## config.mk

```make
export PLATFORM = sky130hd
export DESIGN_NAME = sae_alu
export DESIGN_NICKNAME = d
export VERILOG_FILES = /design/src/suffix_automaton_extend_macros.svh /design/src/sae_pkg.sv /design/src/sae_alu.sv
export SDC_FILE = /design/constraint.sdc
export NUM_CORES = 1
export LEC_CHECK = 0
export BUFFER_PORTS_ARGS = -buffer_cell sky130_fd_sc_hd__buf_2
export CELL_PAD_IN_SITES_DETAIL_PLACEMENT = 1
export CELL_PAD_IN_SITES_GLOBAL_PLACEMENT = 1
export CORE_MARGIN = 2
export CORE_UTILIZATION = 44
export DETAILED_ROUTE_END_ITERATION = 16
export GPL_ROUTABILITY_DRIVEN = 0
export PLACE_DENSITY = 0.95
export SYNTH_ARGS = -nofsm -noshare
export SYNTH_HDL_FRONTEND = slang
export SYNTH_SLANG_ARGS = --single-unit
```

## constraint.sdc

```tcl
create_clock -name vclk -period 5.5
set_input_delay 0.55 -clock vclk [all_inputs]
set_output_delay 0.55 -clock vclk [all_outputs]
set_load 0.01 [all_outputs]
```

## src/suffix_automaton_extend_macros.svh

```systemverilog
// ----------------------------------------------------------------------------
// Suffix automaton extend: assertion macros
// Shorthand for the concurrent checks used inside the engine. Each macro
// samples on clk and is disabled while arst_n is low.
// ----------------------------------------------------------------------------
`ifndef SUFFIX_AUTOMATON_EXTEND_MACROS_SVH
`define SUFFIX_AUTOMATON_EXTEND_MACROS_SVH

// Antecedent and consequent in the same cycle.
`define SAE_ASSERT_IMP(name, ante, cons, msg) \
	name: assert property (@(posedge clk) disable iff (!arst_n) (ante) |-> (cons)) \
		else $error(msg);

// Consequent checked in the cycle after the antecedent.
`define SAE_ASSERT_NXT(name, ante, cons, msg) \
	name: assert property (@(posedge clk) disable iff (!arst_n) (ante) |=> (cons)) \
		else $error(msg);

`endif

```

## src/sae_pkg.sv

```systemverilog
// ----------------------------------------------------------------------------
// Suffix automaton extend: shared package
// Field widths, default sizes, status codes and the request and response
// types of the shared arithmetic unit.
// ----------------------------------------------------------------------------
package sae_pkg;

	localparam int ALPHABET_DEF   = 10;
	localparam int MAX_STATES_DEF = 4096;

	localparam int SYM_W  = 4;
	localparam int PREV_W = 12;
	localparam int NEW_W  = 12;
	localparam int CNT_W  = 25;
	localparam int STAT_W = 2;

	localparam int S_TDATA_W = 16;
	localparam int M_TDATA_W = 40;

	localparam logic [CNT_W-1:0] TOTAL_MAX = {CNT_W{1'b1}};

	typedef enum logic [STAT_W-1:0] {
		STAT_OK       = 2'd0,
		STAT_FULL     = 2'd1,
		STAT_BAD_PREV = 2'd2
	} status_t;

	typedef enum logic [1:0] {
		ALU_INC = 2'd0,
		ALU_SUB = 2'd1,
		ALU_SAT = 2'd2
	} alu_op_t;

	typedef struct packed {
		alu_op_t          op;
		logic [CNT_W-1:0] a;
		logic [CNT_W-1:0] b;
	} alu_req_t;

	typedef struct packed {
		logic [CNT_W-1:0] y;
		logic             eq;
	} alu_rsp_t;

endpackage

```

## src/sae_alu.sv

```systemverilog
// ----------------------------------------------------------------------------
// Suffix automaton extend: shared arithmetic unit
// Increment, clamped subtract and saturating add, plus an equality flag
// that is valid for every operation.
// ----------------------------------------------------------------------------
module sae_alu (
	input  sae_pkg::alu_req_t req,
	output sae_pkg::alu_rsp_t rsp
);
	import sae_pkg::*;

	logic [CNT_W:0] sum;

	always_comb begin
		sum    = {1'b0, req.a} + {1'b0, req.b};
		rsp.eq = (req.a == req.b);
		unique case (req.op)
			ALU_INC: rsp.y = req.a + CNT_W'(1);
			ALU_SUB: rsp.y = (req.a > req.b) ? (req.a - req.b) : '0;
			// The limit is all ones, so a carry out means the sum went past it.
			ALU_SAT: rsp.y = sum[CNT_W] ? TOTAL_MAX : sum[CNT_W-1:0];
			default: rsp.y = '0;
		endcase
	end

endmodule

```

# Word-level counts from Yosys, hierarchy flattened
# Index checks and enable logic that the tools add are counted.
# op_classes
n_mul,0
n_reduce_logical,1
div,0
n_addsub,3
eq_ne,3
n_lt_le_gt_ge,1
n_bitwise,0
shifts,0
mux,3
# ops
op,count
25-bit one-hot mux with 3 select lines,1
25-bit 2-to-1 mux,2
25-bit by 25-bit adder with 26-bit output,1
25-bit by 1-bit adder with 25-bit output (second input constant),1
25-bit == test,1
25-bit > comparator,1
25-bit subtractor,1
2-bit by 1-bit == test with 1-bit output (second input constant),1
2-bit == test (second input constant),1
2-bit zero test,1
# word_totals
elab_cells,11
romBits,0
mem_bits_rw,0
ff_bits,0
latchBits,0
mem_count,0

# Logic depth before layout (Yosys ltp)
# Gate-level depths: netlist of the first run.
# logic_depth
ltp_word,3
depth_mapped,12
depth_no_buf,12

# Least setup slack after synthesis of the first run
# OpenSTA, ideal clock, no wires.
# synth_timing
path_type,input-to-output
from,input req[13] (netlist bit)
to,output rsp[25] (netlist bit)
path_buffers,2
t_required_ns,4.950
t_arrival_ns,2.829
stages,11
setup_slack_ns,2.121
path_cell_list,inv_1 ha_1 buf_6 or4_4 nor2_2 o2111ai_1 a211o_1 and3_4 buf_6 a211o_1 a21oi_2
# synth_lines
element,line_no,source
"start, declared",sae_alu.sv:7,"input sae_pkg::alu_req_t req,"
"end, declared",sae_alu.sv:8,output sae_pkg::alu_rsp_t rsp

==> flow_summary.ini, run 1 <==
[layout]
layout_common_cells = buf_2 (78), a21oi_1 (62), inv_1 (51), nor2_1 (51), ha_1 (51)
nClkBuffers = 0
fin_cells = 713
diodes = 0
seq_cells = 0
final_layout_size_suffix_gt1_frac = 0.161
final-seq-area_um2 = 0
finalInstanceArea_um2 = 4100
final_common_cell = buf_2
syn2layout_area_growth_pct = 9.93
multiInputGateArea_um2 = 3370
nets = 715
fill_cells = 1158

[critical_path]
cp_common_cell = buf_2
worstSetupPathType = in2out
required_ns = 4.95
cpPeakStageDelay_ns = 0.79
worstSetupStartpointType = input port
end_kind = output pin
worstPathArrival_ns = 4.00
crit_path_top_delay_cell = or2_1
cp_max_fo = 19
crit_path_cell_trace = buf_2, inv_1, ha_1, a21oi_1, o22ai_1, o31ai_1, a211oi_1, nor3_1, or2_1, o32ai_1, a311o_1, buf_2

[pwr]
clock_power_share = 0
p_leak_nw = 1.88
combPwrFrac = 1.000
netSwitchingFraction = 0.629
powerDensity_nw_per_um2 = 124
intPower_w = 0.000188
ir_drop_mv = 0.0741
p_seq_frac = 0
power_switching_w = 0.000319

[floorplanning]
io_pins = 78
die_height_um = 96.1
die_area_um2 = 9230
die_width_um = 96.1
rows = 33
coreArea_um2 = 8220
initial_core_util = 0.454

[drt]
drc = 0
drt-initial-drc-count = 426
antenna_left = 0
wl_mm = 15.5
num_vias = 4875
wl_per_cell_um = 21.8
drt-vias-per-instance = 6.84
dr.pass1.iters = 5

[global_route]
antenna_found_initial = 0
grt_max_degree = 32
grtUsageTotal = 0.327
overflow = 0
grt_pass1_wl_mm = 24.1
grt_pass1_vias = 4946

[timing]
fin_crit_sh = 0.827
worstMarginPinSlew_ns = 0.935
hold-worst-slack_ns = 1.62
fmax_ghz = 0.220
tns_ns = 0
setup_viol = 0
slew_violations = 0
relSlewSlack = 0.376
rsz0062_at_grt = no
hold_viol = 0
finalCriticalPeriod_ns = 4.55

[place]
placed_area_um2 = 4100
port-buffer-count = 78
dpl.cell_count = 713
dpl.hpwl_mm = 12.6

[run]
maxCapViolCount = 0

[status]
status = completed

[yosys]
syn_inst = 559
ys_warn_count = 0
yosysUniqueCellTypes = 68
seq_area_frac_synth = 0
synth_fp_nets = 664
syn_area_per_cell_um2 = 6.67
syn-cell-area_um2 = 3730

[clock_network]
cts_setup_buffers = 0
post_cts_resized = 0
cts.hold.buffers_added = 0

[hold_path]
hold_path.class = in2out
## logic make-up (layout without fill, tap and decap cells)
| group | Yosys count | count (layout) | synth area share |
|---|---|---|---|
| AO/OA/AOI/OAI | 194 | 194 | 0.358 |
| XOR/XNOR | 51 | 51 | 0.120 |
| adder cells (fa/ha/maj) | 53 | 53 | 0.182 |
| buffers and inverters | 83 | 132 | 0.0959 |
| AND/OR/NAND/NOR | 178 | 178 | 0.244 |
## per-layer routing
| metal | GRT usage | share of wire | vias to the layer above |
|---|---|---|---|
| met5 | 0 | 0 | - |
| met4 | 0.160 | 0.052 | 0 |
| met3 | 0.0337 | 0.082 | 80 |
| met2 | 0.565 | 0.47 | 313 |
| met1 | 0.401 | 0.40 | 2328 |
| li1 | - | - | 2154 |
## stage by stage
stage	util	total power (W)	worst slack [ns]
after floorplan	-	0.000336	2.12
after global placement	0.499	0.000462	1.39
after detailed placement	0.499	0.000489	1.07
after CTS	0.499	0.000492	1.05
after global routing	0.499	0.000540	0.834
final	0.499	0.000507	0.949
## path summary, 6_finish.rpt
kind / start / end / cells after the start
worst max-delay path: req[4] / rsp[13] / 12
worst min-delay path: req[39] / rsp[15] / 5
## Yosys cell counts, drive strengths merged (9+ instances only)
cell,n,area [um^2]
o21ai,25,125
buf,18,114
a211oi,9,67.6
a21o,11,82.6
nand3,19,95.1
ha,51,638
nand2,35,131
clkbuf,12,45.0
a21oi,64,328
nand4,15,93.8
nor2,53,204
nor3,10,50.1
o22ai,9,56.3
inv,51,191
and3,9,62.6
xor2,16,140
xnor2,35,307
## critical path, delay by kind of cell
family	cells	cell delay, ns
buffers and inverters	3	0.27
adder cells (fa/ha/maj)	1	0.41
AND/OR/NAND/NOR	2	1.15
AO/OA/AOI/OAI	6	1.62
## power groups by stage
stage          Clock [W]  Sequential [W]  Combinational, W
2_1_floorplan          0               0          0.000336
4_1_cts                0               0          0.000491
3_3_place_gp           0               0          0.000462
6_report               0               0          0.000507
3_5_place_dp           0               0          0.000489
5_1_grt                0               0          0.000540
## layout make-up
cell class,instances,share of cell area
timing repair buffer,79,0.0970
tap,105,0.0320
inverter,53,0.0485
multi-input combinational,476,0.822
Note: power is estimated with default switching activity, not from simulation.
==> run 2, diff against run 1 <==
--- a/config.mk
+++ b/config.mk
@@ -9,10 +9,10 @@
 export CELL_PAD_IN_SITES_DETAIL_PLACEMENT = 1
 export CELL_PAD_IN_SITES_GLOBAL_PLACEMENT = 1
 export CORE_MARGIN = 2
-export CORE_UTILIZATION = 44
+export CORE_UTILIZATION = 41
 export DETAILED_ROUTE_END_ITERATION = 16
 export GPL_ROUTABILITY_DRIVEN = 0
-export PLACE_DENSITY = 0.95
+export PLACE_DENSITY = 0.93
 export SYNTH_ARGS = -nofsm -noshare
 export SYNTH_HDL_FRONTEND = slang
 export SYNTH_SLANG_ARGS = --single-unit
==> constraint.sdc (replaced) <==
create_clock -name vclk -period 4.4
set_input_delay 0.44 -clock vclk [all_inputs]
set_output_delay 0.44 -clock vclk [all_outputs]
set_load 0.01 [all_outputs]
==> run 2 against run 1 <==
  * Utilization down 2.7 points
  * Via count down 4.2%
  * Non-clock buffer count rose by 4
  * Combinational power up 24%
  * Hold slack worse by 0.23 ns
  * Global-route usage decreased by 3.5 points
  * Sequential cell count unchanged
==> flow_summary.ini, run 2 (synthesis results as in run 1) <==
[status]
status = completed

[critical_path]
end_kind = output pin
cp_max_fo = 12
crit_family = compound AO/OA/AOI/OAI gates
worst-path-buf-inv = 4
cpPeakStageDelay_ns = 0.54
crit_path_cell_trace = buf_2, inv_1, ha_1, a21oi_1, o22ai_1, o31ai_1, a211oi_1, nor3_1, or2_1, buf_4, o221a_2, o22ai_1, buf_2
startpoint = req[4]
worstSetupPathType = in2out
worstPathArrival_ns = 3.67
worstSetupStartpointType = input port
crit_path_top_delay_cell = or2_1
required_ns = 3.96

[pwr]
p_leak_nw = 1.90
netSwitchingFraction = 0.621
combPwrFrac = 1.000
power_w = 0.000627
clock_power_share = 0
powerDensity_nw_per_um2 = 152
p_seq_frac = 0
power_switching_w = 0.000389
intPower_w = 0.000238
ir_drop_mv = 0.0603

[global_route]
antenna_found_initial = 0
grt_pass1_vias = 4751
grt_pass1_wl_mm = 23.9
grt_max_degree = 32
grtUsageTotal = 0.292
overflow = 0

[layout]
nClkBuffers = 0
final-seq-area_um2 = 0
nets = 719
fill_cells = 1214
syn2layout_area_growth_pct = 10.8
final_common_cell = buf_2
multiInputGateArea_um2 = 3370
seq_cells = 0
finalInstanceArea_um2 = 4140
layout_common_cells = buf_2 (78), a21oi_1 (62), inv_1 (51), nor2_1 (51), ha_1 (51)
diodes = 0
final_layout_size_suffix_gt1_frac = 0.167

[place]
dpl.hpwl_mm = 12.2
port-buffer-count = 78
placed_area_um2 = 4140
dp_slack_ns = 0.395

[drt]
dr.pass1.iters = 7
wl_per_cell_um = 20.7
wl_mm = 14.9
drt-initial-drc-count = 386
antenna_left = 0
drc = 0
drt-vias-per-instance = 6.49
num_vias = 4670

[hold_path]
hold_path.class = in2out
worstHoldEndpoint = rsp[18]
hold_depth = 5
hp-start = req[42]

[floorplanning]
die_width_um = 99.4
io_pins = 78
die_height_um = 99.4
coreArea_um2 = 8760
rows = 34
die_area_um2 = 9880
initial_core_util = 0.426

[timing]
slew_violations = 0
finalCriticalPeriod_ns = 4.11
tns_ns = 0
hold_viol = 0
fin_crit_sh = 0.934
hold-worst-slack_ns = 1.39
worstMarginPinSlew_ns = 0.832
rsz0062_at_grt = no
relSlewSlack = 0.431
fmax_ghz = 0.243
finalWorstSetupSlack_ns = 0.290
setup_viol = 0

[run]
maxCapViolCount = 0

[clock_network]
cts_setup_buffers = 0
post_cts_resized = 0
cts.hold.buffers_added = 0
## run 2: power by group through the flow
stage | Combinational, W | Clock [W] | Sequential [W]
2_1_floorplan | 0.000419 | 0 | 0
3_3_place_gp | 0.000583 | 0 | 0
3_5_place_dp | 0.000607 | 0 | 0
4_1_cts | 0.000612 | 0 | 0
5_1_grt | 0.000677 | 0 | 0
6_report | 0.000627 | 0 | 0
## run 2: area by class of cell
type,instances,area share
inverter,53,0.0481
multi-input combinational,476,0.816
tap,108,0.0327
timing repair buffer,83,0.103
## run 2: worst max-delay path by stage
stage	to	depth (start not counted)
floorplan	rsp[25]	11
finish	rsp[10]	13
global route	rsp[10]	13
global placement	rsp[24]	11
detailed placement	rsp[10]	13
CTS	rsp[10]	13
## run 2: per-stage QoR
step	utilization	std cells
after global placement	0.472	720
final	0.472	720
after CTS	0.472	720
after detailed placement	0.472	720
after floorplan	-	559
after global routing	0.472	720
## run 2: routing by layer
layer	GRT usage	wire length [um]	vias to the layer above
met4	0.116	619	0
met2	0.475	6760	241
met5	0	0	-
met3	0.0274	1070	54
met1	0.398	6490	2210
li1	-	-	2165
==> run 3, diff against run 2 <==
--- a/config.mk
+++ b/config.mk
@@ -9,10 +9,11 @@
 export CELL_PAD_IN_SITES_DETAIL_PLACEMENT = 1
 export CELL_PAD_IN_SITES_GLOBAL_PLACEMENT = 1
 export CORE_MARGIN = 2
-export CORE_UTILIZATION = 41
+export CORE_UTILIZATION = 25
 export DETAILED_ROUTE_END_ITERATION = 16
 export GPL_ROUTABILITY_DRIVEN = 0
-export PLACE_DENSITY = 0.93
+export PLACE_DENSITY = 0.64
+export RECOVER_POWER = 100
 export SYNTH_ARGS = -nofsm -noshare
 export SYNTH_HDL_FRONTEND = slang
 export SYNTH_SLANG_ARGS = --single-unit
==> run 3 against run 2 <==
  * Non-clock buffer count up 4
  * Power rose by 0.14%
  * Via count fell by 1.2%
  * Critical path depth down 2
  * Utilization decreased by 18 points
  * First-iteration DRC count fell by 26%
==> flow_summary.ini, run 3 (synthesis results as in run 1) <==
[status]
status = completed

[timing]
tns_ns = 0
rsz0062_at_grt = no
fmax_ghz = 0.248
slew_violations = 0
hold_viol = 0
fin_crit_sh = 0.916
setup_viol = 0
finalWorstSetupSlack_ns = 0.369
finalCriticalPeriod_ns = 4.03
relSlewSlack = 0.558
worstMarginPinSlew_ns = 0.663

[hold_path]
worstHoldEndpoint = rsp[15]
hp-start = req[39]
hold_depth = 5
hold_path.class = in2out

[critical_path]
end_kind = output pin
cp_max_fo = 13
worstPathArrival_ns = 3.59
worstSetupPathType = in2out
required_ns = 3.96
worstSetupStartpointType = input port

[clock_network]
post_cts_resized = 0
cts_setup_buffers = 0
cts.hold.buffers_added = 0

[global_route]
grt_pass1_vias = 4800
antenna_found_initial = 0
grt_pass1_wl_mm = 26.2
grt_max_degree = 32
grtUsageTotal = 0.200
overflow = 0

[run]
maxCapViolCount = 0

[place]
dp_slack_ns = 0.548
port-buffer-count = 78
dpl.hpwl_mm = 13.5
placed_area_um2 = 4260

[layout]
fill_cells = 1896
nets = 723
diodes = 0
final-seq-area_um2 = 0
syn2layout_area_growth_pct = 13.3
nClkBuffers = 0
seq_cells = 0
multiInputGateArea_um2 = 3370
final_layout_size_suffix_gt1_frac = 0.138
finalInstanceArea_um2 = 4230
layout_common_cells = a21oi_1 (63), buf_2 (59), inv_1 (51), nor2_1 (51), ha_1 (51)
final_common_cell = a21oi_1

[pwr]
ir_drop_mv = 0.0506
power_w = 0.000628
powerDensity_nw_per_um2 = 148
p_leak_nw = 1.86

[drt]
drt-vias-per-instance = 5.77
num_vias = 4612
wl_mm = 16.3
drc = 0
wl_per_cell_um = 20.4
antenna_left = 0
dr.pass1.iters = 5
drt-initial-drc-count = 286

[floorplanning]
initial_core_util = 0.257
die_area_um2 = 15900
die_height_um = 126
rows = 44
die_width_um = 126
coreArea_um2 = 14500
io_pins = 78
run 3: cell count changes in the layout (fill, tap and decap cells not counted):
cell | previous run | this run
clkbuf_1 | 0 | 20
buf_2 | 78 | 59
buf_4 | 5 | 8
a21oi_1 | 62 | 63
a21oi_2 | 2 | 1
or2_0 | 0 | 1
or2_1 | 1 | 0
run 3: critical path, stage by stage:
cell and delay [ns]:
buf_2 0.12, ha_1 0.59, nor2_1 0.18, a221oi_1 0.50
o221ai_1 0.20, a21oi_1 0.45, o41ai_4 0.16, a221o_1 0.35
xnor2_1 0.15, o221ai_1 0.27, clkbuf_1 0.18
run 3: worst max path at each step:
stage             from  endpoint  slack (ns)  cells after the start
2_1_floorplan  req[13]   rsp[25]        1.24                     11
3_3_place_gp   req[42]   rsp[20]        0.61                     12
3_5_place_dp   req[42]   rsp[20]        0.55                     12
4_1_cts        req[42]   rsp[20]        0.54                     12
5_1_grt         req[8]   rsp[23]        0.13                     12
6_report       req[33]   rsp[23]        0.37                     11
run 3: where the power goes:
group          total [W]  switching, W  internal [W]
Combinational   0.000628      0.000394      0.000233
Sequential             0             0             0
Clock                  0             0             0
run 3: metrics by stage:
stage          hold slack, ns  utilization  std cells
2_1_floorplan            1.09            -        559
3_3_place_gp             1.40        0.293        800
3_5_place_dp             1.40        0.293        800
4_1_cts                  1.40        0.293        800
5_1_grt                  1.44        0.291        800
6_report                 1.39        0.291        800
run 3: cell type report:
cell class,count,share of cell area
Timing Repair Buffer,87,0.102
Inverter,53,0.0470
Multi-Input combinational cell,476,0.797
Tap cell,184,0.0544
run 3: routing by layer:
metal  share of wire  wire [um]  GRT usage
met1            0.47       7610      0.283
met2            0.44       7200      0.323
met3           0.060        974     0.0178
met4           0.033        534     0.0588
met5               0          0          0
