<file path="src/suffix_automaton_extend_macros.svh">
// ----------------------------------------------------------------------------
// Suffix automaton extend: assertion macros
// Shorthand for the concurrent checks used inside the engine. Each macro
// samples on clk and is disabled while arst_n is low.
// ----------------------------------------------------------------------------
`ifndef SUFFIX_AUTOMATON_EXTEND_MACROS_SVH
`define SUFFIX_AUTOMATON_EXTEND_MACROS_SVH

// Antecedent and consequent in the same cycle.
`define SAE_ASSERT_IMP(name, ante, cons, msg) \
	name: assert property (@(posedge clk) disable iff (!arst_n) (ante) |-> (cons)) \
		else $error(msg);

// Consequent checked in the cycle after the antecedent.
`define SAE_ASSERT_NXT(name, ante, cons, msg) \
	name: assert property (@(posedge clk) disable iff (!arst_n) (ante) |=> (cons)) \
		else $error(msg);

`endif

</file>
<file path="src/sae_pkg.sv">
// ----------------------------------------------------------------------------
// Suffix automaton extend: shared package
// Field widths, default sizes, status codes and the request and response
// types of the shared arithmetic unit.
// ----------------------------------------------------------------------------
package sae_pkg;

	localparam int ALPHABET_DEF   = 10;
	localparam int MAX_STATES_DEF = 4096;

	localparam int SYM_W  = 4;
	localparam int PREV_W = 12;
	localparam int NEW_W  = 12;
	localparam int CNT_W  = 25;
	localparam int STAT_W = 2;

	localparam int S_TDATA_W = 16;
	localparam int M_TDATA_W = 40;

	localparam logic [CNT_W-1:0] TOTAL_MAX = {CNT_W{1'b1}};

	typedef enum logic [STAT_W-1:0] {
		STAT_OK       = 2'd0,
		STAT_FULL     = 2'd1,
		STAT_BAD_PREV = 2'd2
	} status_t;

	typedef enum logic [1:0] {
		ALU_INC = 2'd0,
		ALU_SUB = 2'd1,
		ALU_SAT = 2'd2
	} alu_op_t;

	typedef struct packed {
		alu_op_t          op;
		logic [CNT_W-1:0] a;
		logic [CNT_W-1:0] b;
	} alu_req_t;

	typedef struct packed {
		logic [CNT_W-1:0] y;
		logic             eq;
	} alu_rsp_t;

endpackage

</file>
<file path="src/sae_ctrl.sv">
// ----------------------------------------------------------------------------
// Suffix automaton extend: sequencer
// Steps one extend operation through the state tables: suffix-link walks,
// cloning with a row copy, redirection and the running substring count.
// ----------------------------------------------------------------------------
`include "suffix_automaton_extend_macros.svh"

module sae_ctrl #(
	parameter int ALPHABET   = sae_pkg::ALPHABET_DEF,
	parameter int MAX_STATES = sae_pkg::MAX_STATES_DEF
) (
	input  logic                                     clk,
	input  logic                                     arst_n,
	input  logic                                     s_tvalid,
	output logic                                     s_tready,
	input  logic [sae_pkg::SYM_W-1:0]                sym,
	input  logic [sae_pkg::PREV_W-1:0]               prev,
	output logic                                     m_tvalid,
	input  logic                                     m_tready,
	output logic [sae_pkg::NEW_W-1:0]                new_state,
	output logic [sae_pkg::CNT_W-1:0]                distinct_count,
	output logic [sae_pkg::STAT_W-1:0]               status,
	output sae_pkg::alu_req_t                        alu_req,
	input  sae_pkg::alu_rsp_t                        alu_rsp,
	output logic                                     tr_we,
	output logic [$clog2(MAX_STATES*ALPHABET)-1:0]   tr_waddr,
	output logic [$clog2(MAX_STATES)-1:0]            tr_wdata,
	output logic                                     tr_re,
	output logic [$clog2(MAX_STATES*ALPHABET)-1:0]   tr_raddr,
	input  logic [$clog2(MAX_STATES)-1:0]            tr_rdata,
	output logic [$clog2(MAX_STATES)-1:0]            nd_waddr,
	output logic                                     link_we,
	output logic [$clog2(MAX_STATES)-1:0]            link_wdata,
	output logic                                     len_we,
	output logic [$clog2(MAX_STATES)-1:0]            len_wdata,
	output logic                                     nd_re,
	output logic [$clog2(MAX_STATES)-1:0]            nd_raddr,
	input  logic [$clog2(MAX_STATES)-1:0]            link_rdata,
	input  logic [$clog2(MAX_STATES)-1:0]            len_rdata
);
	import sae_pkg::*;

	localparam int SW     = $clog2(MAX_STATES);
	localparam int TDEPTH = MAX_STATES * ALPHABET;
	localparam int TAW    = $clog2(TDEPTH);
	localparam int CW     = $clog2(ALPHABET);
	localparam int KW     = $clog2(ALPHABET + 1);
	localparam int GW     = $clog2(MAX_STATES + 1);
	localparam int XW     = (SW > NEW_W) ? SW : NEW_W;

	localparam logic [TAW-1:0] ALPHA_T = TAW'(ALPHABET);

	typedef enum logic [14:0] {
		S_CLEAR = 15'h0001,
		S_IDLE  = 15'h0002,
		S_LENP  = 15'h0004,
		S_WRD   = 15'h0008,
		S_WCHK  = 15'h0010,
		S_QP    = 15'h0020,
		S_QCHK  = 15'h0040,
		S_CLONE = 15'h0080,
		S_LNKQ  = 15'h0100,
		S_LNKNP = 15'h0200,
		S_CP    = 15'h0400,
		S_FINRD = 15'h0800,
		S_FIN   = 15'h1000,
		S_TOT   = 15'h2000,
		S_EMIT  = 15'h4000
	} state_t;

	state_t state_q, state_d;

	logic [TAW-1:0]   clr_q;
	logic [SW-1:0]    su_q;
	logic [CNT_W-1:0] total_q;
	logic             out_valid_q;
	logic             walk2_q;
	logic [GW-1:0]    guard_q;
	logic [KW-1:0]    k_q;

	logic [CW-1:0]    c_q;
	logic [SW-1:0]    p_q;
	logic [SW-1:0]    q_q;
	logic [SW-1:0]    np_q;
	logic [SW-1:0]    nq_q;
	logic [SW-1:0]    lennp_q;
	logic [SW-1:0]    lenp1_q;
	logic [SW-1:0]    qlink_q;
	logic [SW-1:0]    linknp_q;
	logic [SW-1:0]    d_q;
	logic [NEW_W-1:0] res_state_q;
	status_t          res_status_q;
	logic [NEW_W-1:0] out_state_q;
	logic [CNT_W-1:0] out_count_q;
	status_t          out_status_q;

	logic [6:0]    sym_r;
	logic [CW-1:0] c_in;
	logic [XW-1:0] prev_x;
	logic [XW-1:0] su_x;
	logic [XW-1:0] np_x;
	logic          acc;
	logic          full;
	logic          bad;
	logic          err;
	logic          p_zero;
	logic          guard_ok;
	logic          walk_more;
	logic          out_load;
	logic          clr_node;

	logic [SW-1:0] tr_rrow;
	logic [KW-1:0] tr_rcol;
	logic [SW-1:0] tr_wrow;
	logic [KW-1:0] tr_wcol;

	function automatic logic [TAW-1:0] tr_addr(input logic [SW-1:0] row,
		input logic [KW-1:0] col);
		return TAW'(row) * ALPHA_T + TAW'(col);
	endfunction

	// Symbols at or above the alphabet size wrap around.
	always_comb begin
		sym_r = 7'(sym);
		for (int i = 0; i < 8; i++) begin
			if (sym_r >= 7'(ALPHABET)) begin
				sym_r = sym_r - 7'(ALPHABET);
			end
		end
	end
	assign c_in = sym_r[CW-1:0];

	assign prev_x    = XW'(prev);
	assign su_x      = XW'(su_q);
	assign np_x      = XW'(np_q);
	assign s_tready  = (state_q == S_IDLE);
	assign acc       = s_tvalid && s_tready;
	assign full      = {1'b0, su_q} >= (SW+1)'(MAX_STATES - 2);
	assign bad       = (prev_x == '0) || (prev_x > su_x);
	assign err       = full || bad;
	assign p_zero    = (p_q == '0);
	assign guard_ok  = (guard_q != GW'(MAX_STATES));
	assign walk_more = alu_rsp.eq && guard_ok;
	assign out_load  = (state_q == S_EMIT) && (!out_valid_q || m_tready);
	assign clr_node  = (clr_q < TAW'(MAX_STATES));

	always_comb begin
		state_d     = state_q;
		alu_req.op  = ALU_INC;
		alu_req.a   = '0;
		alu_req.b   = '0;
		tr_re       = 1'b0;
		tr_rrow     = p_q;
		tr_rcol     = KW'(c_q);
		tr_we       = 1'b0;
		tr_wrow     = p_q;
		tr_wcol     = KW'(c_q);
		tr_wdata    = walk2_q ? nq_q : np_q;
		nd_re       = 1'b0;
		nd_raddr    = p_q;
		nd_waddr    = np_q;
		link_we     = 1'b0;
		link_wdata  = '0;
		len_we      = 1'b0;
		len_wdata   = '0;
		unique case (state_q)
			S_CLEAR: begin
				tr_we    = 1'b1;
				tr_wdata = '0;
				nd_waddr = clr_q[SW-1:0];
				link_we  = clr_node;
				len_we   = clr_node;
				if (clr_q == TAW'(TDEPTH - 1)) begin
					state_d = S_IDLE;
				end
			end
			S_IDLE: begin
				alu_req.a = CNT_W'(su_q);
				nd_re     = acc;
				nd_raddr  = prev_x[SW-1:0];
				if (acc) begin
					state_d = err ? S_EMIT : S_LENP;
				end
			end
			S_LENP: begin
				alu_req.a = CNT_W'(len_rdata);
				len_we    = 1'b1;
				len_wdata = alu_rsp.y[SW-1:0];
				state_d   = S_WRD;
			end
			S_WRD: begin
				if (p_zero) begin
					// The walk fell off the root: the new state links to the root.
					link_we    = !walk2_q;
					link_wdata = SW'(1);
					state_d    = S_FINRD;
				end else begin
					tr_re   = 1'b1;
					nd_re   = 1'b1;
					state_d = S_WCHK;
				end
			end
			S_WCHK: begin
				alu_req.a = CNT_W'(tr_rdata);
				alu_req.b = walk2_q ? CNT_W'(q_q) : '0;
				tr_we     = walk_more;
				if (walk_more) begin
					state_d = S_WRD;
				end else begin
					state_d = walk2_q ? S_FINRD : S_QP;
				end
			end
			S_QP: begin
				alu_req.a = CNT_W'(len_rdata);
				nd_re     = 1'b1;
				nd_raddr  = q_q;
				state_d   = S_QCHK;
			end
			S_QCHK: begin
				alu_req.a = CNT_W'(len_rdata);
				alu_req.b = CNT_W'(lenp1_q);
				if (alu_rsp.eq) begin
					link_we    = 1'b1;
					link_wdata = q_q;
					state_d    = S_FINRD;
				end else begin
					state_d = S_CLONE;
				end
			end
			S_CLONE: begin
				alu_req.a  = CNT_W'(su_q);
				nd_waddr   = alu_rsp.y[SW-1:0];
				link_we    = 1'b1;
				link_wdata = qlink_q;
				len_we     = 1'b1;
				len_wdata  = lenp1_q;
				state_d    = S_LNKQ;
			end
			S_LNKQ: begin
				nd_waddr   = q_q;
				link_we    = 1'b1;
				link_wdata = nq_q;
				state_d    = S_LNKNP;
			end
			S_LNKNP: begin
				link_we    = 1'b1;
				link_wdata = nq_q;
				state_d    = S_CP;
			end
			S_CP: begin
				// Row copy: read the source entry, write the one read in the previous cycle.
				tr_re    = (k_q != KW'(ALPHABET));
				tr_rrow  = q_q;
				tr_rcol  = k_q;
				tr_we    = (k_q != '0);
				tr_wrow  = nq_q;
				tr_wcol  = k_q - KW'(1);
				tr_wdata = tr_rdata;
				if (k_q == KW'(ALPHABET)) begin
					state_d = S_WRD;
				end
			end
			S_FINRD: begin
				nd_re    = 1'b1;
				nd_raddr = linknp_q;
				state_d  = S_FIN;
			end
			S_FIN: begin
				alu_req.op = ALU_SUB;
				alu_req.a  = CNT_W'(lennp_q);
				alu_req.b  = CNT_W'(len_rdata);
				state_d    = S_TOT;
			end
			S_TOT: begin
				alu_req.op = ALU_SAT;
				alu_req.a  = total_q;
				alu_req.b  = CNT_W'(d_q);
				state_d    = S_EMIT;
			end
			S_EMIT: begin
				if (out_load) begin
					state_d = S_IDLE;
				end
			end
			default: begin
				state_d = S_CLEAR;
			end
		endcase
	end

	assign tr_raddr = tr_addr(tr_rrow, tr_rcol);
	assign tr_waddr = (state_q == S_CLEAR) ? clr_q : tr_addr(tr_wrow, tr_wcol);

	always_ff @(posedge clk or negedge arst_n) begin
		if (!arst_n) begin
			state_q     <= S_CLEAR;
			clr_q       <= '0;
			su_q        <= SW'(1);
			total_q     <= '0;
			out_valid_q <= 1'b0;
			walk2_q     <= 1'b0;
			guard_q     <= '0;
			k_q         <= '0;
		end else begin
			state_q <= state_d;
			if (state_q == S_CLEAR) begin
				clr_q <= clr_q + TAW'(1);
			end
			if (acc) begin
				walk2_q <= 1'b0;
				guard_q <= '0;
				if (!err) begin
					su_q <= alu_rsp.y[SW-1:0];
				end
			end
			if (state_q == S_WCHK && walk_more) begin
				guard_q <= guard_q + GW'(1);
			end
			if (state_q == S_CLONE) begin
				su_q <= alu_rsp.y[SW-1:0];
			end
			if (state_q == S_LNKNP) begin
				k_q <= '0;
			end
			if (state_q == S_CP) begin
				if (k_q == KW'(ALPHABET)) begin
					walk2_q <= 1'b1;
					guard_q <= '0;
				end else begin
					k_q <= k_q + KW'(1);
				end
			end
			if (state_q == S_TOT) begin
				total_q <= alu_rsp.y;
			end
			if (out_load) begin
				out_valid_q <= 1'b1;
			end else if (m_tready) begin
				out_valid_q <= 1'b0;
			end
		end
	end

	always_ff @(posedge clk) begin
		if (acc) begin
			c_q  <= c_in;
			p_q  <= prev_x[SW-1:0];
			np_q <= alu_rsp.y[SW-1:0];
			if (err) begin
				res_state_q  <= '0;
				res_status_q <= full ? STAT_FULL : STAT_BAD_PREV;
			end
		end
		if (state_q == S_LENP) begin
			lennp_q <= alu_rsp.y[SW-1:0];
		end
		if (state_q == S_WRD && p_zero && !walk2_q) begin
			linknp_q <= SW'(1);
		end
		if (state_q == S_WCHK) begin
			if (walk_more) begin
				p_q <= link_rdata;
			end else if (!walk2_q) begin
				q_q <= tr_rdata;
			end
		end
		if (state_q == S_QP) begin
			lenp1_q <= alu_rsp.y[SW-1:0];
		end
		if (state_q == S_QCHK) begin
			if (alu_rsp.eq) begin
				linknp_q <= q_q;
			end else begin
				qlink_q <= link_rdata;
			end
		end
		if (state_q == S_CLONE) begin
			nq_q     <= alu_rsp.y[SW-1:0];
			linknp_q <= alu_rsp.y[SW-1:0];
		end
		if (state_q == S_FIN) begin
			d_q <= alu_rsp.y[SW-1:0];
		end
		if (state_q == S_TOT) begin
			res_state_q  <= np_x[NEW_W-1:0];
			res_status_q <= STAT_OK;
		end
		if (out_load) begin
			out_state_q  <= res_state_q;
			out_count_q  <= total_q;
			out_status_q <= res_status_q;
		end
	end

	assign m_tvalid       = out_valid_q;
	assign new_state      = out_state_q;
	assign distinct_count = out_count_q;
	assign status         = out_status_q;

	`SAE_ASSERT_NXT(a_err_keeps_states, acc && err, su_q == $past(su_q),
		"rejected transaction changed the state count")
	`SAE_ASSERT_NXT(a_total_monotonic, 1'b1, total_q >= $past(total_q),
		"substring total decreased")
	`SAE_ASSERT_IMP(a_clone_rows_differ, state_q == S_CP, nq_q != q_q,
		"clone row copy reads and writes the same row")
	`SAE_ASSERT_IMP(a_walk_not_null, state_q == S_WCHK, p_q != '0,
		"suffix walk touched the null state")

endmodule

</file>
<file path="config.mk">
export PLATFORM = sky130hd
export DESIGN_NAME = sae_ctrl
export DESIGN_NICKNAME = d
export VERILOG_FILES = /design/src/sae_pkg.sv /design/src/sae_ctrl.sv
export VERILOG_INCLUDE_DIRS = /design/src /design/src/src
export SDC_FILE = /design/constraint.sdc
export NUM_CORES = 1
export LEC_CHECK = 0
export BUFFER_PORTS_ARGS = -buffer_cell sky130_fd_sc_hd__buf_2
export CAP_MARGIN = 20
export CORE_MARGIN = 5
export CORE_UTILIZATION = 57
export CTS_CLUSTER_DIAMETER = 100
export DETAILED_ROUTE_END_ITERATION = 10
export GPL_TIMING_DRIVEN = 0
export HOLD_SLACK_MARGIN = 0.08
export PLACE_DENSITY = 0.89
export SLEW_MARGIN = 10
export SYNTH_ARGS = -nofsm -noshare
export SYNTH_HDL_FRONTEND = slang
export SYNTH_SLANG_ARGS = --single-unit
export TNS_END_PERCENT = 100
</file>
<file path="constraint.sdc">
create_clock -name clk -period 6.43 [get_ports clk]
set_input_delay 1.286 -clock clk [delete_from_list [all_inputs] [get_ports clk]]
set_output_delay 1.286 -clock clk [all_outputs]
set_load 0.02 [all_outputs]
</file>
After elaboration in Yosys (flattened, before gate mapping)
Cells that the tools add are included.
{"block": "totals", "output_inout_bits": 190, "regBits": 252, "word_cells": 176}
{"block": "classes", "n_addsub": 14, "multipliers": 2, "bitwise": 3, "magnitude_cmp": 11, "n_eq_ne": 24, "reduce_logical": 30, "n_mux": 69}
{"cell": "12-bit two-way mux", "count": 22}
{"cell": "15-bit one-hot mux with 15 select lines", "count": 1}
{"cell": "25-bit one-hot mux with 5 select lines", "count": 1}
{"cell": "12-bit one-hot mux with 4 select lines", "count": 2}
{"cell": "15-bit two-way mux", "count": 5}
{"cell": "12-bit one-hot mux with 3 select lines", "count": 2}
{"cell": "13-bit two-way mux", "count": 4}
{"cell": "7-bit by 4-bit >= comparator with 1-bit output, second input constant", "count": 7}
{"cell": "7-bit two-way mux", "count": 7}
{"cell": "12-bit one-hot mux with 2 select lines", "count": 2}
{"cell": "7-bit by 4-bit subtractor with 7-bit output, second input constant", "count": 6}
{"cell": "16-bit by 4-bit adder with 16-bit output", "count": 2}
{"cell": "12-bit by 3-bit multiplier with 15-bit output, second input constant", "count": 2}
{"cell": "12-bit logical NOT", "count": 2}
{"cell": "4-bit two-way mux", "count": 6}
{"cell": "16-bit by 1-bit adder with 16-bit output, second input constant", "count": 1}
{"cell": "16-bit == test, second input constant", "count": 1}
{"cell": "16-bit by 13-bit < comparator with 1-bit output, second input constant", "count": 1}
{"cell": "16-bit two-way mux", "count": 1}
{"cell": "15-bit by 1-bit == test with 1-bit output, second input constant", "count": 1}
{"cell": "15-bit by 10-bit == test with 1-bit output, second input constant", "count": 1}
{"cell": "15-bit by 11-bit == test with 1-bit output, second input constant", "count": 1}
{"cell": "15-bit by 12-bit == test with 1-bit output, second input constant", "count": 1}
{"cell": "15-bit by 13-bit == test with 1-bit output, second input constant", "count": 1}
{"cell": "40 further kinds", "count": 73}

Longest topological paths before layout
Gate-level depths: netlist (run 1).
{"block": "depth", "ltp_word": 16, "ltp_mapped": 43, "mapped_depth_nobuf": 40}

Least setup slack after synthesis (run 1)
No wires, ideal clock.
{"block": "synth_path", "kind": "input port to flip-flop", "startpoint": "input port sym[1] (netlist bit)", "endpoint": "register c_q[3], data pin", "t_required_ps": 6165, "path_buffers": 2, "path_slack_ps": -1710, "t_arrival_ps": 7875, "path_stages": 38, "setup_time_ps": 265, "path_cell_list": "clkbuf_1 -> inv_1 -> ha_1 -> inv_1 -> ha_1 -> buf_4 -> nor2_2 -> xnor2_1 -> ha_1 -> nand2b_1 -> o311a_1 -> a211oi_1 -> o22a_2 -> inv_2 -> ha_1 -> or3_1 -> a211o_1 -> a21oi_1 -> (+2 left out) -> o22ai_1 -> ha_1 -> nor2b_1 -> o2111a_1 -> nand2b_1 -> a21oi_1 -> ha_1 -> inv_1 -> o21ai_0 -> a41o_1 -> xor2_1 -> ha_1 -> nor2_1 -> and4_1 -> a211oi_1 -> o41ai_1 -> and3_1 -> or3_1"}
{"block": "synth_via", "elab_chain_len": 16, "word_cells_on_any_way": 24, "cone_classes": "add/sub: 8; order compare: 8; mux: 8"}
{"item": "start: declaration", "line": "sae_ctrl.sv:16", "rtl": "input logic [sae_pkg::SYM_W-1:0] sym,"}
{"item": "4-bit by 4-bit subtractor with 5-bit output or 4-bit >= comparator (tied branches)", "line": "sae_ctrl.sv:127, sae_ctrl.sv:126"}
{"item": "7-bit two-way mux *", "line": "sae_ctrl.sv:126", "rtl": "if (sym_r >= 7'(ALPHABET)) begin"}
{"item": "7-bit by 4-bit subtractor with 7-bit output or 7-bit by 4-bit >= comparator with 1-bit output (tied branches)", "line": "sae_ctrl.sv:127, sae_ctrl.sv:126"}
{"item": "7-bit two-way mux *", "line": "sae_ctrl.sv:126"}
{"item": "7-bit by 4-bit subtractor with 7-bit output or 7-bit by 4-bit >= comparator with 1-bit output (tied branches)", "line": "sae_ctrl.sv:127, sae_ctrl.sv:126"}
{"item": "7-bit two-way mux *", "line": "sae_ctrl.sv:126"}
{"item": "7-bit by 4-bit subtractor with 7-bit output or 7-bit by 4-bit >= comparator with 1-bit output (tied branches)", "line": "sae_ctrl.sv:127, sae_ctrl.sv:126"}
{"item": "7-bit two-way mux *", "line": "sae_ctrl.sv:126"}
{"item": "7-bit by 4-bit subtractor with 7-bit output or 7-bit by 4-bit >= comparator with 1-bit output (tied branches)", "line": "sae_ctrl.sv:127, sae_ctrl.sv:126"}
{"item": "7-bit two-way mux *", "line": "sae_ctrl.sv:126"}
{"item": "7-bit by 4-bit subtractor with 7-bit output or 7-bit by 4-bit >= comparator with 1-bit output (tied branches)", "line": "sae_ctrl.sv:127, sae_ctrl.sv:126"}
{"item": "7-bit two-way mux *", "line": "sae_ctrl.sv:126"}
{"item": "7-bit by 4-bit subtractor with 7-bit output or 7-bit by 4-bit >= comparator with 1-bit output (tied branches)", "line": "sae_ctrl.sv:127, sae_ctrl.sv:126"}
{"item": "7-bit two-way mux *", "line": "sae_ctrl.sv:126"}
{"item": "7-bit by 4-bit >= comparator with 1-bit output or 4-bit subtractor (tied branches)", "line": "sae_ctrl.sv:126, sae_ctrl.sv:127"}
{"item": "4-bit two-way mux *", "line": "sae_ctrl.sv:126"}
{"item": "via sym_r[3]", "line": "sae_ctrl.sv:97", "rtl": "logic [6:0] sym_r;"}
{"item": "end signal: assignment", "line": "sae_ctrl.sv:346", "rtl": "c_q <= c_in;"}
{"item": "end: declaration", "line": "sae_ctrl.sv:81", "rtl": "logic [CW-1:0] c_q;"}
Mark *: on every way through the listed nets, which the timed path passes. The rest lies on a longest branch.
A chain may end at the register's enable or synchronous reset.

Worst setup path in the final report (run 1)
Same ends and word-level chain as after synthesis.

==> results of run 1 <==
-- power by group through the flow --
| stage | Clock (uW) | Combinational, uW | Sequential, uW |
|---|---|---|---|
| floorplan | 0 | 2460 | 1960 |
| global placement | 0 | 3400 | 2020 |
| detailed placement | 0 | 3500 | 2030 |
| CTS | 1520 | 3900 | 2000 |
| global route | 1590 | 4830 | 2030 |
| finish | 1530 | 4560 | 2020 |
-- worst register-to-register path: cells and delay by family (launching register included) --
| kind | cells | cell delay, ns |
|---|---|---|
| buffers and inverters | 2 | 0.65 |
| DFF | 1 | 0.47 |
| and+or+nand+nor | 5 | 2.21 |
-- state kept, by name, indices dropped and copies added (netlist names), 4 cells and up --
register and flops:
c_q 4, clr_q 16, d_q 12, distinct_count 25, guard_q 13, k_q 4, lennp_q 12, lenp1_q 12
linknp_q 12, new_state 12, np_q 12, nq_q 12, p_q 12, q_q 12, qlink_q 12, res_state_q 12
state_q 15, su_q 12, total_q 25
-- cell families after synthesis --
group | Yosys count
simple gates | 529
flops | 252
compound gates | 294
fa+ha+maj | 77
buf+inv | 153
mux | 68
xor+xnor | 65
other cells | 1
-- per-stage QoR --
step	total power, uW	TNS (ns)
4_1_cts	7430	-0.933
2_1_floorplan	4420	-1.43
5_1_grt	8450	-2.80
6_report	8110	-1.62
3_3_place_gp	5420	-4.69
3_5_place_dp	5540	-5.80
-- worst min-delay path by stage --
| stage | start | endpoint | cells past startpoint |
|---|---|---|---|
| 2_1_floorplan | res_state_q[0] | new_state[0] | 0 |
| 3_3_place_gp | res_state_q[5] | new_state[5] | 0 |
| 3_5_place_dp | res_state_q[5] | new_state[5] | 0 |
| 4_1_cts | res_state_q[3] | new_state[3] | 0 |
| 5_1_grt | res_state_q[5] | new_state[5] | 0 |
| 6_report | res_state_q[3] | new_state[3] | 0 |
-- cell type report --
cell class | count | area, um^2
multi-input combinational | 1048 | 8050
sequential | 252 | 6880
fill | 1618 | 6360
timing repair buffer | 326 | 1880
clock buffer | 31 | 709
buffer | 79 | 510
tap | 330 | 413
inverter | 73 | 295
clock inverter | 17 | 159
antenna | 1 | 2.50
-- cell usage after synthesis, types with 5 or more instances --
| master | count | area share (%) |
|---|---|---|
| nand3_1 | 29 | 0.99 |
| inv_1 | 70 | 1.8 |
| xnor2_1 | 34 | 2.0 |
| dfxtp_1 | 26 | 3.6 |
| nand2_1 | 222 | 5.7 |
| a31oi_1 | 7 | 0.30 |
| nand2b_1 | 16 | 0.68 |
| nor2_1 | 65 | 1.7 |
| edfxtp_1 | 139 | 28 |
| and2_1 | 40 | 1.7 |
| clkbuf_1 | 36 | 0.92 |
| buf_4 | 16 | 0.82 |
| a21o_1 | 9 | 0.46 |
| mux2i_1 | 29 | 2.0 |
| xor2_1 | 31 | 1.9 |
| nor3b_1 | 17 | 0.87 |
| or2_2 | 7 | 0.30 |
| o21ai_0 | 79 | 2.7 |
| o31ai_1 | 5 | 0.26 |
| a21oi_1 | 33 | 1.1 |
| o211ai_1 | 8 | 0.41 |
| mux2_4 | 10 | 1.0 |
| and3_1 | 10 | 0.43 |
| nand4_1 | 27 | 1.2 |
| o21a_1 | 5 | 0.26 |
| mux2_2 | 29 | 2.2 |
| a22o_1 | 12 | 0.72 |
| a211oi_1 | 9 | 0.46 |
| a22oi_1 | 49 | 2.5 |
| ha_1 | 73 | 6.2 |
| buf_2 | 19 | 0.65 |
| nor2b_1 | 13 | 0.56 |
| nor3_1 | 21 | 0.72 |
| and3b_1 | 6 | 0.36 |
| a222oi_1 | 35 | 2.4 |
| or3_1 | 13 | 0.56 |
| nor4_1 | 12 | 0.51 |
| dfrtp_1 | 85 | 15 |
-- per-layer routing --
metal	share of wire (%)	vias up	wire length [um]
met5	0	-	0
met1	34	6753	18600
met3	14	327	7490
met4	7.3	0	4010
met2	45	1259	25100
li1	-	6011	-
-- repair_timing --
item	CTS	global route
gates cloned	0	1
gates resized for setup	112	85
buffers inserted	43	21
setup endpoints to repair	17	13
pin swaps	44	56
==> flow_metrics.tcl, run 1 <==
set metrics [dict create \
    status "finished with violations" \
    violations "negative setup slack" \
    clock-sinks 252 \
    fin_crit_sh_pct 110 \
    pin_count 272 \
    post-place-ws_ns -1.87 \
    start_util_pct 58.0 \
    mostFrequentLayoutCells "buf_2, nand2_1, edfxtp_1" \
    grtUsageTotal_pct 35.0 \
    worstReg2RegEnd "qlink_q[5]" \
    endpoint "c_q[3]" \
    slew_viol_final 0 \
    setup_viol 9 \
    rows 58 \
    worstMarginPinSlew_ns 1.18 \
    grt_pass1_vias 13600 \
    cts_buffers 26 \
    first_pass_iters 11 \
    cp_num_buf_inv 9 \
    crit_top_cell "ha_4" \
    busiest_layer "met2" \
    grt_max_degree 61 \
    end_kind "register" \
    core_area_um2 25300 \
    cp-startpoint "sym[1]" \
    grt_util_met3_pct 8.50 \
    switching_power_uw 3590 \
    dpl-instance-area_um2 16600 \
    insertion_delay_ns 0.54 \
    grt_overflow_total 0 \
    syn2layout_area_growth_pct 29.0 \
    r2r_start "state_q[12]" \
    synth-edff-count 139 \
    fin_crit_ns 7.09 \
    drc 0 \
    avgSynthCellArea_um2 10.2 \
    cp.depth 42 \
    slowest_delay_ns 0.35 \
    synth-xor-area-share_pct 3.89 \
    fin_cells 2157 \
    clockBufferDepth 3 \
    cts_tree "done" \
    rsz0062_at_grt "yes" \
    yosys.area_share.simple_pct 18.2 \
    max-slew-margin-rel_pct 20.6 \
    r2r_cells 7 \
    r2r_slack_ns 2.74 \
    synthMuxAreaShare_pct 5.24 \
    whs_ns 0.421 \
    routed-via-count 14400 \
    die_area_um2 29000 \
    htreeDepth 1 \
    synth_cells 1439 \
    hold_viol_final 0 \
    die_height_um 170 \
    swShare_pct 44.3 \
    pwr-share-clk_pct 18.9 \
    grt_first_pass_wirelength_um 78600 \
    power-per-cell-area_nw_per_um2 429 \
    fmax_ghz 0.141 \
    syn_area_um2 14600 \
    synth_seq_cells 252 \
    drive_gt1_share_pct 34.0 \
    synth_compound_area_share_pct 14.2 \
    seq_power_share_pct 24.9 \
    async_flop_share_pct 34.5 \
    leakage_uw 0.00842 \
    hp-class "register to register" \
    ys.flop_type "edfxtp_1" \
    yosys_warnings 0 \
    vias_per_cell 6.65 \
    path_clk_slew_ns 0.07 \
    seq_area_frac_synth_pct 46.9 \
    layout_commonest_cell "buf_2" \
    fin_ws_ns -0.657 \
    antenna_found_initial 1 \
    worstSetupStartpointType "primary input" \
    internal-power_uw 4520 \
    root_buffer "clkbuf_16" \
    gp_congestion 1.03 \
    dp.cells 2044 \
    final_nets 1965 \
    share_comb_of_total_power_pct 56.2 \
    max-vdd-ir-drop_v 0.000346 \
    finClkSkew_ns 0.0105 \
    slowest_stage "or3_4" \
    wirelength_um 55100 \
    dp_hpwl_um 39100 \
    die_w_um 170 \
    critPathMaxFanout 7 \
    cts_hold_buf 0 \
    grtUsageMet1_pct 44.5 \
    synth_fa_ha_area_share_pct 6.78 \
    final_util_pct 74.8 \
    io_buffers 258 \
    cp_top_family "simple AND/OR/NAND/NOR gates" \
    met2_usage_pct 56.0 \
    crit_arrival_ns 7.38 \
    final_antenna_net_count 0 \
    required_ns 6.72 \
    crit_type "primary input to register" \
    design_area_um2 18900 \
    synth.distinct_cells 88 \
    synth_top_family_by_area "simple AND/OR/NAND/NOR gates" \
    routedWlPerCell_um 25.6 \
    maxCapViolCount 0 \
    first_iter_violations 2406 \
]
Power figures use the tool's default switching activity.
==> inputs of run 2 (changes only) <==
Settings changed: CORE_UTILIZATION 57 to 40, PLACE_DENSITY 0.89 to 0.68.
==> run 2 against run 1 <==
Against the previous run:
- largest power group unchanged
- largest cell class unchanged
- the run still ends with negative setup slack left
- worst hold slack worse by 0.0014 ns
- sequential share of layout area is 0.077 points lower
- setup slack improved by 0.13 ns
- register-to-register slack improved by 0.06 ns
- count of clock-buffer cells in the layout rose by 10
==> flow_metrics.tcl, run 2 (synthesis gave the netlist of run 1 again) <==
set metrics [dict create \
    drc 0 \
    fin_crit_ns 6.96 \
    slew_viol_final 0 \
    fin_crit_sh_pct 108 \
    final_nets 1965 \
    power.total_uw 7800 \
    leakage_uw 0.00842 \
    mostFrequentLayoutCells "buf_2, nand2_1, edfxtp_1" \
    insertion_delay_ns 0.56 \
    start_util_pct 40.3 \
    pin_count 272 \
    antenna_found_initial 2 \
    crit_arrival_ns 7.25 \
    crit_top_cell "ha_4" \
    status "finished with violations" \
    final_antenna_net_count 0 \
    first_pass_iters 7 \
    gp_congestion 0.953 \
    violations "negative setup slack" \
    hp-start "res_state_q[7]" \
    critPathMaxFanout 6 \
    whs_endpoint "new_state[7]" \
    grtUsageTotal_pct 24.7 \
    first_iter_violations 1654 \
    die_w_um 201 \
    end_kind "register" \
    clockBufferDepth 3 \
    grt_first_pass_wirelength_um 78200 \
    syn2layout_area_growth_pct 29.3 \
    vias_per_cell 5.87 \
    hold_viol_final 0 \
    htreeDepth 1 \
    wirelength_um 54000 \
    dp_hpwl_um 40400 \
    routedWlPerCell_um 23.5 \
    die_height_um 201 \
    hp-class "register to register" \
    worstReg2RegEnd "qlink_q[2]" \
    worstMarginPinSlew_ns 1.08 \
    r2r_slack_ns 2.80 \
    drive_gt1_share_pct 32.7 \
    r2r_start "state_q[12]" \
    cts_tree "done" \
    layout_commonest_cell "buf_2" \
    slowest_stage "or3_1" \
    rows 70 \
    post-place-ws_ns -1.78 \
    r2r_cells 7 \
    slowest_delay_ns 0.34 \
    crit_type "primary input to register" \
    power-per-cell-area_nw_per_um2 412 \
    maxCapViolCount 0 \
    routed-via-count 13500 \
    fin_ws_ns -0.532 \
    max-slew-margin-rel_pct 27.3 \
    grt_max_degree 58 \
    core_area_um2 36300 \
    root_buffer "clkbuf_16" \
    worstSetupStartpointType "primary input" \
    path_clk_slew_ns 0.06 \
    cts_buffers 28 \
    holdPathStages 0 \
    die_area_um2 40500 \
    grt_overflow_total 0 \
    grt_pass1_vias 12900 \
    rsz0062_at_grt "yes" \
    cp-startpoint "sym[1]" \
    setup_viol 3 \
    max-vdd-ir-drop_v 0.000414 \
    io_buffers 258 \
    finClkSkew_ns 0.0194 \
    required_ns 6.72 \
    fmax_ghz 0.144 \
    clock-sinks 252 \
]
## run 2: cell types whose count changed in the layout (fill, tap and decap cells not counted), sizes merged
cell,before,now
bufinv,2,1
clkbuf,68,76
clkinv,14,12
diode,1,2
inv,72,69
## run 2: timing repair
item | 4_1_cts | 5_1_grt
hold endpoints to repair | 0 | 0
gates resized for setup | 114 | 75
setup endpoints to repair | 19 | 14
setup buffers | 43 | 19
hold buffers | 0 | 0
pin swaps | 47 | 62
## run 2: where the power goes
part | internal, uW | switching (uW) | leakage, uW | total, uW
clock | 865 | 655 | 0.000416 | 1520
combinational | 1670 | 2590 | 0.00537 | 4260
sequential | 1840 | 179 | 0.00263 | 2020
total | 4380 | 3420 | 0.00842 | 7800
## run 2: how the worst max path moves through the flow
stage               slack (ns)  cells after the start     end
global placement         -1.73                     36  c_q[3]
floorplan                -0.88                     38  c_q[3]
CTS                      -0.39                     39  c_q[3]
finish                   -0.53                     40  c_q[3]
detailed placement       -1.78                     36  c_q[3]
global route             -0.70                     40  c_q[3]
## run 2: per-layer routing
layer / vias up / wire length, um / global-route usage (%) / part of all wire (%)
li1: 6006 / - / - / -
met1: 6512 / 20600 / 33.4 / 38
met2: 804 / 24900 / 39.6 / 46
met3: 159 / 5740 / 4.67 / 11
met4: 0 / 2680 / 9.52 / 5.0
met5: - / 0 / 0 / 0
## run 2: final cells by class
cell class                      count  area (um^2)
Antenna cell                        2         5.00
Fill cell                        3284        17400
Buffer                             76          488
Sequential cell                   252         6880
Tap cell                          468          586
Inverter                           73          315
Clock buffer                       41          759
Timing Repair Buffer              327         1910
Multi-Input combinational cell   1048         7890
Clock inverter                     11          111
## run 2: critical path: cells and delay by family
kind | cells | cell delay [ns]
and+or+nand+nor | 9 | 1.57
AOI/OAI and AO/OA | 12 | 2.04
adders and majority gates | 7 | 1.18
muxes | 1 | 0.07
xor gates and xnor gates | 2 | 0.32
buffers and inverters | 9 | 0.80
## run 2: through the flow
stage	util [%]	hold WS, ns	instances	instance area [um^2]	TNS [ns]
after floorplan	-	0.400	1453	14800	-1.43
after global placement	46.0	0.407	2179	16700	-5.41
after detailed placement	46.2	0.408	2183	16800	-5.86
after CTS	50.8	0.422	2277	18400	-0.387
after global routing	52.1	0.436	2298	18900	-1.54
final	52.1	0.419	2298	18900	-0.711
==> inputs of run 3 (changes only) <==
Settings changed: RECOVER_POWER set to 25.
==> run 3 against run 2 <==
Against the previous run:
- the run ends with max-capacitance violations, max-slew violations, negative setup slack left
- design area fell by 0.37%
- register-to-register slack barely moved
- count of clock-buffer cells in the layout did not move
- combinational power barely moved
- core utilization fell by 0.19 points
- highest routed layer unchanged
- global-route usage did not move
- critical endpoint unchanged
==> flow_metrics.tcl, run 3 (synthesis gave the netlist of run 1 again) <==
set metrics [dict create \
    syn2layout_area_growth_pct 28.8 \
    drive_gt1_share_pct 30.7 \
    root_buffer "clkbuf_16" \
    start_util_pct 40.3 \
    htreeDepth 1 \
    slowest_delay_ns 0.34 \
    insertion_delay_ns 0.56 \
    drc 0 \
    path_clk_slew_ns 0.06 \
    regArea_um2 6880 \
    layout_commonest_cell "buf_2" \
    leakage_uw 0.00831 \
    fin_cells 2298 \
    end_kind "register" \
    setup_viol 3 \
    max-vdd-ir-drop_v 0.000414 \
    power-per-cell-area_nw_per_um2 413 \
    cts_tree "done" \
    vias_per_cell 5.86 \
    slowest_stage "or3_1" \
    hp-class "register to register" \
    finClkSkew_ns 0.0150 \
    die_area_um2 40500 \
    worstReg2RegEnd "qlink_q[2]" \
    cts_buffers 28 \
    crit_type "primary input to register" \
    clockBufferDepth 3 \
    die_w_um 201 \
    routed-via-count 13500 \
    wirelength_um 54200 \
    fin_crit_sh_pct 108 \
    multi_input_area_um2 7890 \
    antenna_found_initial 1 \
    rows 70 \
    slew_viol_final 90 \
    worstSetupStartpointType "primary input" \
    rsz0062_at_grt "yes" \
    fin_ws_ns -0.534 \
    dp.cells 2183 \
    r2r_start "state_q[12]" \
    whs_ns 0.419 \
    cp-startpoint "sym[1]" \
    mostFrequentLayoutCells "buf_2, nand2_1, edfxtp_1" \
    fmax_ghz 0.144 \
    first_pass_iters 9 \
    grt_pass1_vias 12900 \
    final_nets 1965 \
    endpoint "c_q[3]" \
    cts_hold_buf 0 \
    r2r_slack_ns 2.81 \
    grt_overflow_total 0 \
    grt_first_pass_wirelength_um 78200 \
    core_area_um2 36300 \
    clock-sinks 252 \
    fin_crit_ns 6.96 \
    pin_count 272 \
    gp_congestion 0.953 \
    critPathMaxFanout 6 \
    first_iter_violations 1673 \
    crit_arrival_ns 7.26 \
    grt_max_degree 58 \
    hold_viol_final 0 \
    worstMarginPinSlew_ns 3.41 \
    status "finished with violations" \
    violations "max-capacitance violations, max-slew violations, negative setup slack" \
    die_height_um 201 \
    crit_top_cell "ha_4" \
    final_antenna_net_count 0 \
    routedWlPerCell_um 23.6 \
    max-slew-margin-rel_pct -127 \
    r2r_cells 7 \
    grtUsageTotal_pct 24.7 \
    maxCapViolCount 2 \
    dp_hpwl_um 40400 \
    io_buffers 258 \
    fill_cells 3307 \
    design_area_um2 18900 \
    dpl-instance-area_um2 16800 \
    required_ns 6.73 \
]
==> run 3: layout make-up <==
| type | instances | area share (%) |
|---|---|---|
| multi-input cells | 1048 | 41.8 |
| flip-flops and latches | 252 | 36.5 |
| repair buffers | 327 | 9.75 |
| clock buffers | 41 | 4.03 |
| well taps | 468 | 3.10 |
| plain buffers | 76 | 2.59 |
| inverters | 73 | 1.67 |
| clock inverters | 11 | 0.590 |
| diodes | 2 | 0.0265 |
==> run 3: worst max-delay path, delay by kind of cell <==
kind            cells  cell delay [ns]
compound gates     12             2.04
simple gates        9             1.57
fa+ha+maj           7             1.18
buf+inv             9             0.80
xor+xnor            2             0.32
mux                 1             0.07
==> run 3: power by group <==
group / internal, uW / total, uW / leakage, uW / switching, uW
Sequential: 1840 / 2020 / 0.00263 / 178
Clock: 865 / 1520 / 0.000416 / 659
Combinational: 1670 / 4260 / 0.00526 / 2590
Total: 4380 / 7800 / 0.00831 / 3420
==> run 3: per-stage QoR <==
stage | total power (uW) | setup WS (ns) | setup TNS [ns] | utilization (%)
6_report | 7800 | -0.534 | -0.724 | 51.9
5_1_grt | 8190 | -0.703 | -1.89 | 51.9
4_1_cts | 7480 | -0.387 | -0.387 | 50.8
3_5_place_dp | 5570 | -1.78 | -5.86 | 46.2
3_3_place_gp | 5520 | -1.73 | -5.41 | 46.0
2_1_floorplan | 4420 | -0.884 | -1.43 | -
==> run 3: how the worst min path moves through the flow <==
| stage | start | end | slack [ns] | cells past startpoint |
|---|---|---|---|---|
| floorplan | res_state_q[0] | new_state[0] | 0.40 | 0 |
| global placement | res_state_q[6] | new_state[6] | 0.41 | 0 |
| detailed placement | res_state_q[7] | new_state[7] | 0.41 | 0 |
| CTS | res_state_q[7] | new_state[7] | 0.42 | 0 |
| global route | res_state_q[0] | new_state[0] | 0.44 | 0 |
| finish | res_state_q[7] | new_state[7] | 0.42 | 0 |
==> run 3: what timing repair did <==
action,CTS,global route
pin swaps,47,62
resized for setup,114,75
endpoints found under the setup margin,19,14
setup buffers,43,19
cloned,0,0
hold endpoints to repair,0,0
==> run 3: layer usage <==
metal,track usage (%),part of all wire (%),up-vias
met5,0,0,-
met4,9.52,5.0,0
met3,4.67,9.7,163
met2,39.6,46,796
met1,33.4,39,6498
li1,-,-,6004
